## src/rtl/tcoi_pkg.sv

```systemverilog
`timescale 1ns / 1ps

package tcoi_pkg;

   // Fixed field widths of the request and response beats.
   localparam int DATA_W      = 8;
   localparam int ROW_W       = 24;
   localparam int COL_OUT_W   = 6;
   localparam int OFS_OUT_W   = 24;
   localparam int LEN_OUT_W   = 24;
   localparam int COUNT_OUT_W = 7;

   // Separator characters.
   localparam logic [DATA_W-1:0] CH_TAB = 8'h09;
   localparam logic [DATA_W-1:0] CH_CR  = 8'h0d;
   localparam logic [DATA_W-1:0] CH_LF  = 8'h0a;

   // Commands from the controller to the datapath.
   typedef struct packed {
      logic accept;   // a request beat is taken this cycle
      logic advance;  // the current record is taken and a padding record follows
   } ctrl_cmd_type;

   // Status from the datapath to the controller.
   typedef struct packed {
      logic emits;    // the byte on the request channel produces records
      logic last;     // the record in the output register is the last of its run
   } dp_status_type;

endpackage

```

## src/rtl/tcoi_req_if.sv

```systemverilog
`timescale 1ns / 1ps

interface tcoi_req_if import tcoi_pkg::*; ();
   logic              valid;
   logic              ready;
   logic [DATA_W-1:0] data_byte;
   logic              end_of_buffer;

   modport source (output valid, output data_byte, output end_of_buffer, input ready);
   modport sink   (input valid, input data_byte, input end_of_buffer, output ready);
endinterface

```

## src/rtl/tcoi_rsp_if.sv

```systemverilog
`timescale 1ns / 1ps

interface tcoi_rsp_if import tcoi_pkg::*; ();
   logic                   valid;
   logic                   ready;
   logic [ROW_W-1:0]       row_index;
   logic [COL_OUT_W-1:0]   column_index;
   logic [OFS_OUT_W-1:0]   cell_offset;
   logic [LEN_OUT_W-1:0]   cell_length;
   logic                   last_of_run;
   logic [COUNT_OUT_W-1:0] column_count;
   logic                   width_overflow;

   modport source (output valid, output row_index, output column_index, output cell_offset,
                   output cell_length, output last_of_run, output column_count,
                   output width_overflow, input ready);
   modport sink   (input valid, input row_index, input column_index, input cell_offset,
                   input cell_length, input last_of_run, input column_count,
                   input width_overflow, output ready);
endinterface

```

## src/rtl/tcoi_ctrl.sv

```systemverilog
`timescale 1ns / 1ps

module tcoi_ctrl import tcoi_pkg::*; (
   input  logic          clock,
   input  logic          reset,
   input  logic          req_valid,
   output logic          req_ready,
   output logic          rsp_valid,
   input  logic          rsp_ready,
   input  dp_status_type status,
   output ctrl_cmd_type  cmd
);

   typedef enum logic [1:0] {
      ST_IDLE = 2'b01,
      ST_SEND = 2'b10
   } state_type;

   state_type state_ff, state_in;

   always_comb begin
      state_in    = state_ff;
      req_ready   = 1'b0;
      rsp_valid   = 1'b0;
      cmd.accept  = 1'b0;
      cmd.advance = 1'b0;
      unique case (state_ff)
         ST_IDLE: begin
            req_ready  = 1'b1;
            cmd.accept = req_valid;
            if (req_valid && status.emits) begin
               state_in = ST_SEND;
            end
         end
         ST_SEND: begin
            rsp_valid = 1'b1;
            if (rsp_ready) begin
               if (status.last) begin
                  state_in = ST_IDLE;
               end else begin
                  cmd.advance = 1'b1;
               end
            end
         end
         default: begin
            state_in = ST_IDLE;
         end
      endcase
   end

   always_ff @(posedge clock) begin
      if (reset) begin
         state_ff <= ST_IDLE;
      end else begin
         state_ff <= state_in;
      end
   end

endmodule

```

## src/rtl/tcoi_datapath.sv

```systemverilog
`timescale 1ns / 1ps

module tcoi_datapath import tcoi_pkg::*; #(
   parameter int MAX_COLUMNS = 64,
   parameter int OFFSET_BITS = 24
) (
   input  logic                   clock,
   input  logic                   reset,
   input  ctrl_cmd_type           cmd,
   output dp_status_type          status,
   input  logic [DATA_W-1:0]      data_byte,
   input  logic                   end_of_buffer,
   output logic [ROW_W-1:0]       row_index,
   output logic [COL_OUT_W-1:0]   column_index,
   output logic [OFS_OUT_W-1:0]   cell_offset,
   output logic [LEN_OUT_W-1:0]   cell_length,
   output logic                   last_of_run,
   output logic [COUNT_OUT_W-1:0] column_count,
   output logic                   width_overflow
);

   localparam int OW = OFFSET_BITS;
   localparam int CW = $clog2(MAX_COLUMNS);
   localparam int WW = $clog2(MAX_COLUMNS + 1);

   // Parse state.
   logic [OW-1:0]    pos_ff, pos_in;
   logic [OW-1:0]    start_ff, start_in;
   logic [CW-1:0]    col_ff, col_in;
   logic [ROW_W-1:0] row_ff, row_in;
   logic [WW-1:0]    width_ff, width_in;
   logic             first_ff, first_in;
   logic             after_cr_ff, after_cr_in;
   logic             ovf_ff, ovf_in;

   // Record being offered and the padding run that follows it.
   logic [ROW_W-1:0]       row_out_ff, row_out_in;
   logic [COL_OUT_W-1:0]   col_out_ff, col_out_in;
   logic [OFS_OUT_W-1:0]   off_out_ff, off_out_in;
   logic [LEN_OUT_W-1:0]   len_out_ff, len_out_in;
   logic [COUNT_OUT_W-1:0] count_out_ff, count_out_in;
   logic                   ovf_out_ff, ovf_out_in;
   logic [WW-1:0]          pad_col_ff, pad_col_in;
   logic [WW-1:0]          pad_limit_ff, pad_limit_in;
   logic [OW-1:0]          pad_off_ff, pad_off_in;

   logic [OW-1:0] p, np;
   logic [OW-1:0] len_closed, len_open;
   logic [WW-1:0] col_inc;
   logic          is_tab, is_eol, skip_lf, wrap;

   assign p       = pos_ff;
   assign np      = pos_ff + OW'(1);
   // Cell lengths wrap at the offset width before they reach the record.
   assign len_closed = p - start_ff;
   assign len_open   = np - start_ff;
   assign col_inc = WW'(col_ff) + WW'(1);
   assign is_tab  = (data_byte == CH_TAB);
   assign is_eol  = (data_byte == CH_CR) || (data_byte == CH_LF);
   assign skip_lf = after_cr_ff && (data_byte == CH_LF);

   assign status.emits = !skip_lf && (is_tab || is_eol || end_of_buffer);
   assign status.last  = (pad_col_ff >= pad_limit_ff);

   always_comb begin
      pos_in       = pos_ff;
      start_in     = start_ff;
      col_in       = col_ff;
      row_in       = row_ff;
      width_in     = width_ff;
      first_in     = first_ff;
      after_cr_in  = after_cr_ff;
      ovf_in       = ovf_ff;
      row_out_in   = row_out_ff;
      col_out_in   = col_out_ff;
      off_out_in   = off_out_ff;
      len_out_in   = len_out_ff;
      count_out_in = count_out_ff;
      ovf_out_in   = ovf_out_ff;
      pad_col_in   = pad_col_ff;
      pad_limit_in = pad_limit_ff;
      pad_off_in   = pad_off_ff;
      wrap         = 1'b0;

      if (cmd.accept) begin
         after_cr_in = 1'b0;
         row_out_in  = row_ff;
         col_out_in  = COL_OUT_W'(col_ff);
         off_out_in  = OFS_OUT_W'(start_ff);
         len_out_in  = LEN_OUT_W'(len_closed);
         pad_off_in  = np;
         priority if (skip_lf) begin
            start_in = np;
         end else if (is_tab) begin
            if (first_ff) begin
               if (col_inc < WW'(MAX_COLUMNS)) begin
                  width_in = col_inc + WW'(1);
               end else begin
                  ovf_in = 1'b1;
                  wrap   = 1'b1;
               end
            end else begin
               wrap = (col_inc >= width_ff);
            end
            start_in     = np;
            pad_limit_in = width_in;
            if (wrap) begin
               row_in     = row_ff + ROW_W'(1);
               col_in     = '0;
               pad_col_in = width_in;
            end else begin
               col_in     = CW'(col_inc);
               pad_col_in = end_of_buffer ? col_inc : width_in;
            end
         end else if (is_eol) begin
            pad_col_in   = col_inc;
            pad_limit_in = width_ff;
            row_in       = row_ff + ROW_W'(1);
            col_in       = '0;
            first_in     = 1'b0;
            after_cr_in  = (data_byte == CH_CR);
            start_in     = np;
         end else begin
            // Any other byte: if it is the last byte of the buffer, the cell includes it.
            len_out_in   = LEN_OUT_W'(len_open);
            pad_col_in   = col_inc;
            pad_limit_in = width_ff;
         end
         count_out_in = COUNT_OUT_W'(width_in);
         ovf_out_in   = ovf_in;
         pos_in       = np;
         if (end_of_buffer) begin
            pos_in      = '0;
            start_in    = '0;
            col_in      = '0;
            row_in      = '0;
            width_in    = WW'(1);
            first_in    = 1'b1;
            after_cr_in = 1'b0;
            ovf_in      = 1'b0;
         end
      end else if (cmd.advance) begin
         col_out_in = COL_OUT_W'(pad_col_ff);
         off_out_in = OFS_OUT_W'(pad_off_ff);
         len_out_in = '0;
         pad_col_in = pad_col_ff + WW'(1);
      end
   end

   always_ff @(posedge clock) begin
      if (reset) begin
         pos_ff      <= '0;
         start_ff    <= '0;
         col_ff      <= '0;
         row_ff      <= '0;
         width_ff    <= WW'(1);
         first_ff    <= 1'b1;
         after_cr_ff <= 1'b0;
         ovf_ff      <= 1'b0;
      end else begin
         pos_ff      <= pos_in;
         start_ff    <= start_in;
         col_ff      <= col_in;
         row_ff      <= row_in;
         width_ff    <= width_in;
         first_ff    <= first_in;
         after_cr_ff <= after_cr_in;
         ovf_ff      <= ovf_in;
      end
   end

   always_ff @(posedge clock) begin
      row_out_ff   <= row_out_in;
      col_out_ff   <= col_out_in;
      off_out_ff   <= off_out_in;
      len_out_ff   <= len_out_in;
      count_out_ff <= count_out_in;
      ovf_out_ff   <= ovf_out_in;
      pad_col_ff   <= pad_col_in;
      pad_limit_ff <= pad_limit_in;
      pad_off_ff   <= pad_off_in;
   end

   assign row_index      = row_out_ff;
   assign column_index   = col_out_ff;
   assign cell_offset    = off_out_ff;
   assign cell_length    = len_out_ff;
   assign last_of_run    = status.last;
   assign column_count   = count_out_ff;
   assign width_overflow = ovf_out_ff;

   // The open column always lies inside the learned width.
   a_col_in_width: assert property (@(posedge clock) disable iff (reset)
      WW'(col_ff) < width_ff)
      else $error("open column outside learned width");

   // The learned width never leaves its legal range.
   a_width_range: assert property (@(posedge clock) disable iff (reset)
      (width_ff >= WW'(1)) && (width_ff <= WW'(MAX_COLUMNS)))
      else $error("learned width out of range");

   // The last byte of a buffer leaves the parser ready for a fresh buffer.
   a_eob_restart: assert property (@(posedge clock) disable iff (reset)
      (cmd.accept && end_of_buffer) |=>
         (pos_ff == '0) && (row_ff == '0) && (col_ff == '0) && first_ff && !ovf_ff)
      else $error("parser state not restarted after end of buffer");

endmodule

```

## src/rtl/tsv_cell_offset_indexer_core.sv

```systemverilog
// A byte that closes a cell shows its first record in the cycle after its beat is taken.
// A byte that emits nothing leaves the controller ready for the next beat. A byte that
// emits records holds off further bytes until its last record is taken: the controller offers
// one record at a time from the output register and takes no byte while a run is pending.
// Reset: synchronous, active high; parsing restarts at row 0, column 0, offset 0.
`timescale 1ns / 1ps

module tsv_cell_offset_indexer_core import tcoi_pkg::*; #(
   parameter int MAX_COLUMNS = 64,
   parameter int OFFSET_BITS = 24
) (
   input logic      clock,
   input logic      reset,
   tcoi_req_if.sink   req_chan,
   tcoi_rsp_if.source rsp_chan
);

   // The controller decides when a request beat is taken and when the record in the
   // output register moves on; the datapath holds the parse state and the record.
   ctrl_cmd_type  cmd;
   dp_status_type status;

   tcoi_ctrl u_ctrl (
      .clock     (clock),
      .reset     (reset),
      .req_valid (req_chan.valid),
      .req_ready (req_chan.ready),
      .rsp_valid (rsp_chan.valid),
      .rsp_ready (rsp_chan.ready),
      .status    (status),
      .cmd       (cmd)
   );

   // Every byte advances the byte position. Tabs, line ends and the last byte of the
   // buffer load a cell record; a short row then queues a run of empty padding cells
   // that all point at the byte after the terminator.
   tcoi_datapath #(
      .MAX_COLUMNS (MAX_COLUMNS),
      .OFFSET_BITS (OFFSET_BITS)
   ) u_datapath (
      .clock          (clock),
      .reset          (reset),
      .cmd            (cmd),
      .status         (status),
      .data_byte      (req_chan.data_byte),
      .end_of_buffer  (req_chan.end_of_buffer),
      .row_index      (rsp_chan.row_index),
      .column_index   (rsp_chan.column_index),
      .cell_offset    (rsp_chan.cell_offset),
      .cell_length    (rsp_chan.cell_length),
      .last_of_run    (rsp_chan.last_of_run),
      .column_count   (rsp_chan.column_count),
      .width_overflow (rsp_chan.width_overflow)
   );

endmodule
```

## src/flat_wrapper.sv

```systemverilog
// flat-port wrapper written by rule: the top's interface ports become plain ports
module tsv_cell_offset_indexer_core_flat import tcoi_pkg::*;
#(
   parameter int MAX_COLUMNS = 64,
   parameter int OFFSET_BITS = 24
)
  (clock, reset, req_chan_valid, req_chan_data_byte, req_chan_end_of_buffer, req_chan_ready, rsp_chan_valid, rsp_chan_row_index, rsp_chan_column_index, rsp_chan_cell_offset, rsp_chan_cell_length, rsp_chan_last_of_run, rsp_chan_column_count, rsp_chan_width_overflow, rsp_chan_ready);
  tcoi_req_if req_chan_i ();
  tcoi_rsp_if rsp_chan_i ();
  input logic clock;
  input logic reset;
  input wire logic [$bits(req_chan_i.valid)-1:0] req_chan_valid;
  input wire logic [$bits(req_chan_i.data_byte)-1:0] req_chan_data_byte;
  input wire logic [$bits(req_chan_i.end_of_buffer)-1:0] req_chan_end_of_buffer;
  output wire logic [$bits(req_chan_i.ready)-1:0] req_chan_ready;
  output wire logic [$bits(rsp_chan_i.valid)-1:0] rsp_chan_valid;
  output wire logic [$bits(rsp_chan_i.row_index)-1:0] rsp_chan_row_index;
  output wire logic [$bits(rsp_chan_i.column_index)-1:0] rsp_chan_column_index;
  output wire logic [$bits(rsp_chan_i.cell_offset)-1:0] rsp_chan_cell_offset;
  output wire logic [$bits(rsp_chan_i.cell_length)-1:0] rsp_chan_cell_length;
  output wire logic [$bits(rsp_chan_i.last_of_run)-1:0] rsp_chan_last_of_run;
  output wire logic [$bits(rsp_chan_i.column_count)-1:0] rsp_chan_column_count;
  output wire logic [$bits(rsp_chan_i.width_overflow)-1:0] rsp_chan_width_overflow;
  input wire logic [$bits(rsp_chan_i.ready)-1:0] rsp_chan_ready;
  assign req_chan_i.valid = req_chan_valid;
  assign req_chan_i.data_byte = req_chan_data_byte;
  assign req_chan_i.end_of_buffer = req_chan_end_of_buffer;
  assign req_chan_ready = req_chan_i.ready;
  assign rsp_chan_valid = rsp_chan_i.valid;
  assign rsp_chan_row_index = rsp_chan_i.row_index;
  assign rsp_chan_column_index = rsp_chan_i.column_index;
  assign rsp_chan_cell_offset = rsp_chan_i.cell_offset;
  assign rsp_chan_cell_length = rsp_chan_i.cell_length;
  assign rsp_chan_last_of_run = rsp_chan_i.last_of_run;
  assign rsp_chan_column_count = rsp_chan_i.column_count;
  assign rsp_chan_width_overflow = rsp_chan_i.width_overflow;
  assign rsp_chan_i.ready = rsp_chan_ready;
  tsv_cell_offset_indexer_core #(.MAX_COLUMNS(MAX_COLUMNS), .OFFSET_BITS(OFFSET_BITS)) u_core (.clock(clock), .reset(reset), .req_chan(req_chan_i), .rsp_chan(rsp_chan_i));
endmodule
```

## config.mk

```make
export PLATFORM = sky130hd
export DESIGN_NAME = tsv_cell_offset_indexer_core_flat
export DESIGN_NICKNAME = d
export VERILOG_FILES = /design/src/rtl/tcoi_pkg.sv /design/src/rtl/tcoi_req_if.sv /design/src/rtl/tcoi_rsp_if.sv /design/src/rtl/tcoi_ctrl.sv /design/src/rtl/tcoi_datapath.sv /design/src/rtl/tsv_cell_offset_indexer_core.sv /design/src/flat_wrapper.sv
export SDC_FILE = /design/constraint.sdc
export NUM_CORES = 1
export LEC_CHECK = 0
export ABC_CLOCK_PERIOD_IN_PS = 8800
export BUFFER_PORTS_ARGS = -buffer_cell sky130_fd_sc_hd__buf_2
export CAP_MARGIN = 5
export CORE_ASPECT_RATIO = 1.5
export CORE_MARGIN = 4
export CORE_UTILIZATION = 55
export CTS_CLUSTER_SIZE = 10
export DETAILED_ROUTE_END_ITERATION = 8
export PLACE_DENSITY_LB_ADDON = 0.05
export SLEW_MARGIN = 40
export SYNTH_ARGS = -nofsm -noshare
export SYNTH_HDL_FRONTEND = slang
export SYNTH_SLANG_ARGS = --single-unit
```

## constraint.sdc

```tcl
create_clock -name clock -period 8.8 [get_ports clock]
set_input_delay 0.44 -clock clock [delete_from_list [all_inputs] [get_ports clock]]
set_output_delay 0.44 -clock clock [all_outputs]
set_load 0.01 [all_outputs]
```

==> flow_metrics.tcl <==
set metrics [dict create \
    syn_to_final_growth_pct 11.5 \
    synth.distinct_cells 81 \
    holdCritPathClass "in2reg" \
    synthArstFlopShare_pct 0 \
    die_width_um 129 \
    grt_max_degree 80 \
    rr_endpoint "u_core.u_datapath.cell_length[21]" \
    fin_crit_sh_pct 45.4 \
    antenna_found_initial 0 \
    synth_top_flop_cell "edfxtp_1" \
    diodes 0 \
    syn_inst 1278 \
    layout-drive-gt1-share_pct 13.2 \
    post-dp-hpwl_mm 21.1 \
    finalCriticalPeriod_ns 4.00 \
    synth_xor_area_share_pct 5.26 \
    cts_root_buf "clkbuf_16" \
    peakVddDrop_mv 0.162 \
    syn_area_per_cell_um2 9.51 \
    gp_congestion 0.897 \
    powerDensity_nw_per_um2 174 \
    r2r_start "u_core.u_datapath.p[0]" \
    final_net_count 1432 \
    synth_nets 1359 \
    utilization_pct 62.4 \
    ctsHoldBuffers 0 \
    max_freq_mhz 250 \
    grt_pass1_wl_mm 50.6 \
    clk-insertion-delay-late_ns 0.53 \
    globalRouteTotalUtil_pct 25.5 \
    rsz0062_at_grt "false" \
    yosys.area.top_type "edfxtp_1" \
    path_cells "ha_1 > nand4_1 > nor4_4 > and2_1 > nand4_1 > xnor2_1 > ha_1 > a21o_1 > a21oi_1 > and3b_1 > and3_1 > nor2_1 > a31oi_1 > xor2_1 > o22ai_1" \
    synth-seq-cells 214 \
    std_cell_rows 66 \
    drt_pass1_iterations 7 \
    cap_violations 0 \
    hold_violations 0 \
    critPathKind "reg2reg" \
    setup_viol 0 \
    cts-resized-gates 0 \
    slowest_stage "dfxtp_1" \
    cp-end-kind "register" \
    grt_pass1_vias 9930 \
    fillerInstances 1907 \
    wirelength_mm 30.7 \
    cts_post_setup_buffers_inserted 0 \
    final_antenna_net_count 0 \
    power.total_mw 2.35 \
    drc 0 \
    synth_compound_area_share_pct 18.5 \
    ios 102 \
    drt_iter0_markers 595 \
    synth_adder_area_share_pct 7.13 \
    post_drt_wl_per_cell_um 18.7 \
    synth.top_cells.by_area "edfxtp_1 (31%), dfxtp_1 (15%), ha_1 (6.8%), nand2_1 (4.2%), a21oi_1 (3.9%)" \
    cts_tree "yes" \
    clk_path_buf_depth 3 \
    synth-simple-area-share_pct 17.8 \
    critPathMaxStageDelay_ns 0.42 \
    synth.top_cell.area_share_pct 30.6 \
    core_um2 21700 \
    synth_warnings 0 \
    synth.mux.area_fraction_pct 1.71 \
    syn_area_um2 12200 \
    status "finished clean" \
    die_area_um2 24600 \
    cts_sinks 214 \
    finalMaxSlewViolations 0 \
    vias_per_cell 5.97 \
    clock_skew_ns 0.0208 \
    htreeDepth 1 \
    start_util_pct 56.0 \
    holdWs_ns 0.289 \
    synth_edf_count 124 \
    synth_top_family_by_area "compound AO/OA/AOI/OAI gates" \
    arrival_ns 4.27 \
    dieHeight_um 190 \
    fin_setup_tns_ns 0 \
    grt-ovfl-total 0 \
    worstPathRequired_ns 9.07 \
    tightestPinTransition_ns 0.785 \
    min_from "rsp_chan_ready" \
    place.port_buffers 101 \
    whs_path_depth 3 \
    leakagePower_nw 5.38 \
    reg2reg_slack_ns 4.80 \
    vias 9808 \
    cp_max_fo 6 \
    min_to "u_core.u_ctrl.state_ff[0]" \
    seq_area_frac_synth_pct 45.5 \
    cts_made_buffers 25 \
    relSlewSlack_pct 47.7 \
    worst-r2r-cell-count 15 \
    cp-start-kind "register" \
    cts.clk_slew.worst_paths_ns 0.05 \
]
## worst max-delay path, delay by kind of cell (launching register included)
kind,cells,cell delay (ns)
AOI/OAI and AO/OA,4,0.71
and+or+nand+nor,7,1.45
DFF,1,0.42
xor gates and xnor gates,2,0.53
adders and majority gates,2,0.62
## flip-flops by register name, summed over array words and instances (netlist names), 2 cells and up
signal                          flops
u_core.u_ctrl.state_ff              2
u_core.u_datapath.cell_length      24
u_core.u_datapath.cell_offset      24
u_core.u_datapath.col_ff            6
u_core.u_datapath.column_count      7
u_core.u_datapath.column_index      6
u_core.u_datapath.p                24
u_core.u_datapath.pad_col_ff        7
u_core.u_datapath.pad_limit_ff      7
u_core.u_datapath.pad_off_ff       24
u_core.u_datapath.row_ff           24
u_core.u_datapath.row_index        24
u_core.u_datapath.start_ff         24
u_core.u_datapath.width_ff          7
## cell families (layout without fill, tap and decap cells)
group	count (synthesis)	in the layout
adder cells (fa/ha/maj)	68	68
XOR/XNOR	73	73
buffers and inverters	121	213
multiplexers	20	20
flip-flops	214	214
AND/OR/NAND/NOR	443	443
AO/OA/AOI/OAI	339	339
## cells in the mapped netlist (12+ instances only)
| cell type | instances |
|---|---|
| nand2_1 | 136 |
| edfxtp_1 | 124 |
| nor2_1 | 124 |
| a21oi_1 | 95 |
| dfxtp_1 | 90 |
| o21ai_0 | 72 |
| ha_1 | 66 |
| inv_1 | 53 |
| clkbuf_1 | 43 |
| xnor2_1 | 42 |
| a22oi_1 | 37 |
| xor2_1 | 31 |
| nand2b_1 | 29 |
| nand3_1 | 28 |
| a21o_1 | 26 |
| nand4_1 | 22 |
| nor3_1 | 22 |
| and3_1 | 17 |
| mux2i_1 | 14 |
| buf_2 | 13 |
| or3_1 | 13 |
| o21a_1 | 12 |
## how the worst max path moves through the flow
stage,end,from
global route,u_core.u_datapath.cell_length[23],u_core.u_datapath.p[0]
detailed placement,u_core.u_datapath.cell_length[21],u_core.u_datapath.p[0]
CTS,u_core.u_datapath.cell_length[21],u_core.u_datapath.p[0]
floorplan,u_core.u_datapath.cell_length[23],u_core.u_datapath.p[0]
global placement,u_core.u_datapath.cell_length[21],u_core.u_datapath.p[0]
finish,u_core.u_datapath.cell_length[21],u_core.u_datapath.p[0]
## metrics by stage
stage / cell area, µm² / instances / setup slack (ns)
3_5_place_dp: 12800 / 1596 / 4.82
3_3_place_gp: 12800 / 1596 / 4.89
6_report: 13600 / 1642 / 4.80
4_1_cts: 13600 / 1642 / 4.82
5_1_grt: 13600 / 1642 / 4.52
2_1_floorplan: 12200 / 1278 / 5.29
## placed cells by master, fill, tap and decap left out, drive strengths merged, types with 37 or more instances in the layout
master,netlist,final
a22oi,37,37
buf,24,114
dfxtp,90,90
nor2,124,124
ha,66,66
clkbuf,44,45
nand2,136,136
o21ai,77,77
edfxtp,124,124
a21oi,97,97
xnor2,42,42
inv,53,53
## metal layers
| metal | global-route usage [%] | share of wire [%] | up-vias |
|---|---|---|---|
| met5 | 0 | 0 | - |
| met4 | 9.62 | 3.5 | 0 |
| met3 | 2.87 | 4.4 | 74 |
| met2 | 46.0 | 52 | 259 |
| met1 | 30.7 | 40 | 4672 |
| li1 | - | - | 4803 |
## layout make-up
type / instances / area, µm² / share of cell area, %
clock buffers: 45 / 711 / 5.24
clock inverters: 1 / 8.76 / 0.0646
inverters: 53 / 200 / 1.48
multi-input cells: 943 / 6160 / 45.5
flip-flops and latches: 214 / 5530 / 40.8
well taps: 272 / 340 / 2.51
repair buffers: 114 / 606 / 4.47
## where the power goes
group / leakage [nW] / switching (mW) / internal, mW
clock network: 0.342 / 0.395 / 0.540
logic: 3.09 / 0.182 / 0.103
registers: 1.94 / 0.0171 / 1.12
No activity file was read; power rests on OpenSTA's default activity.
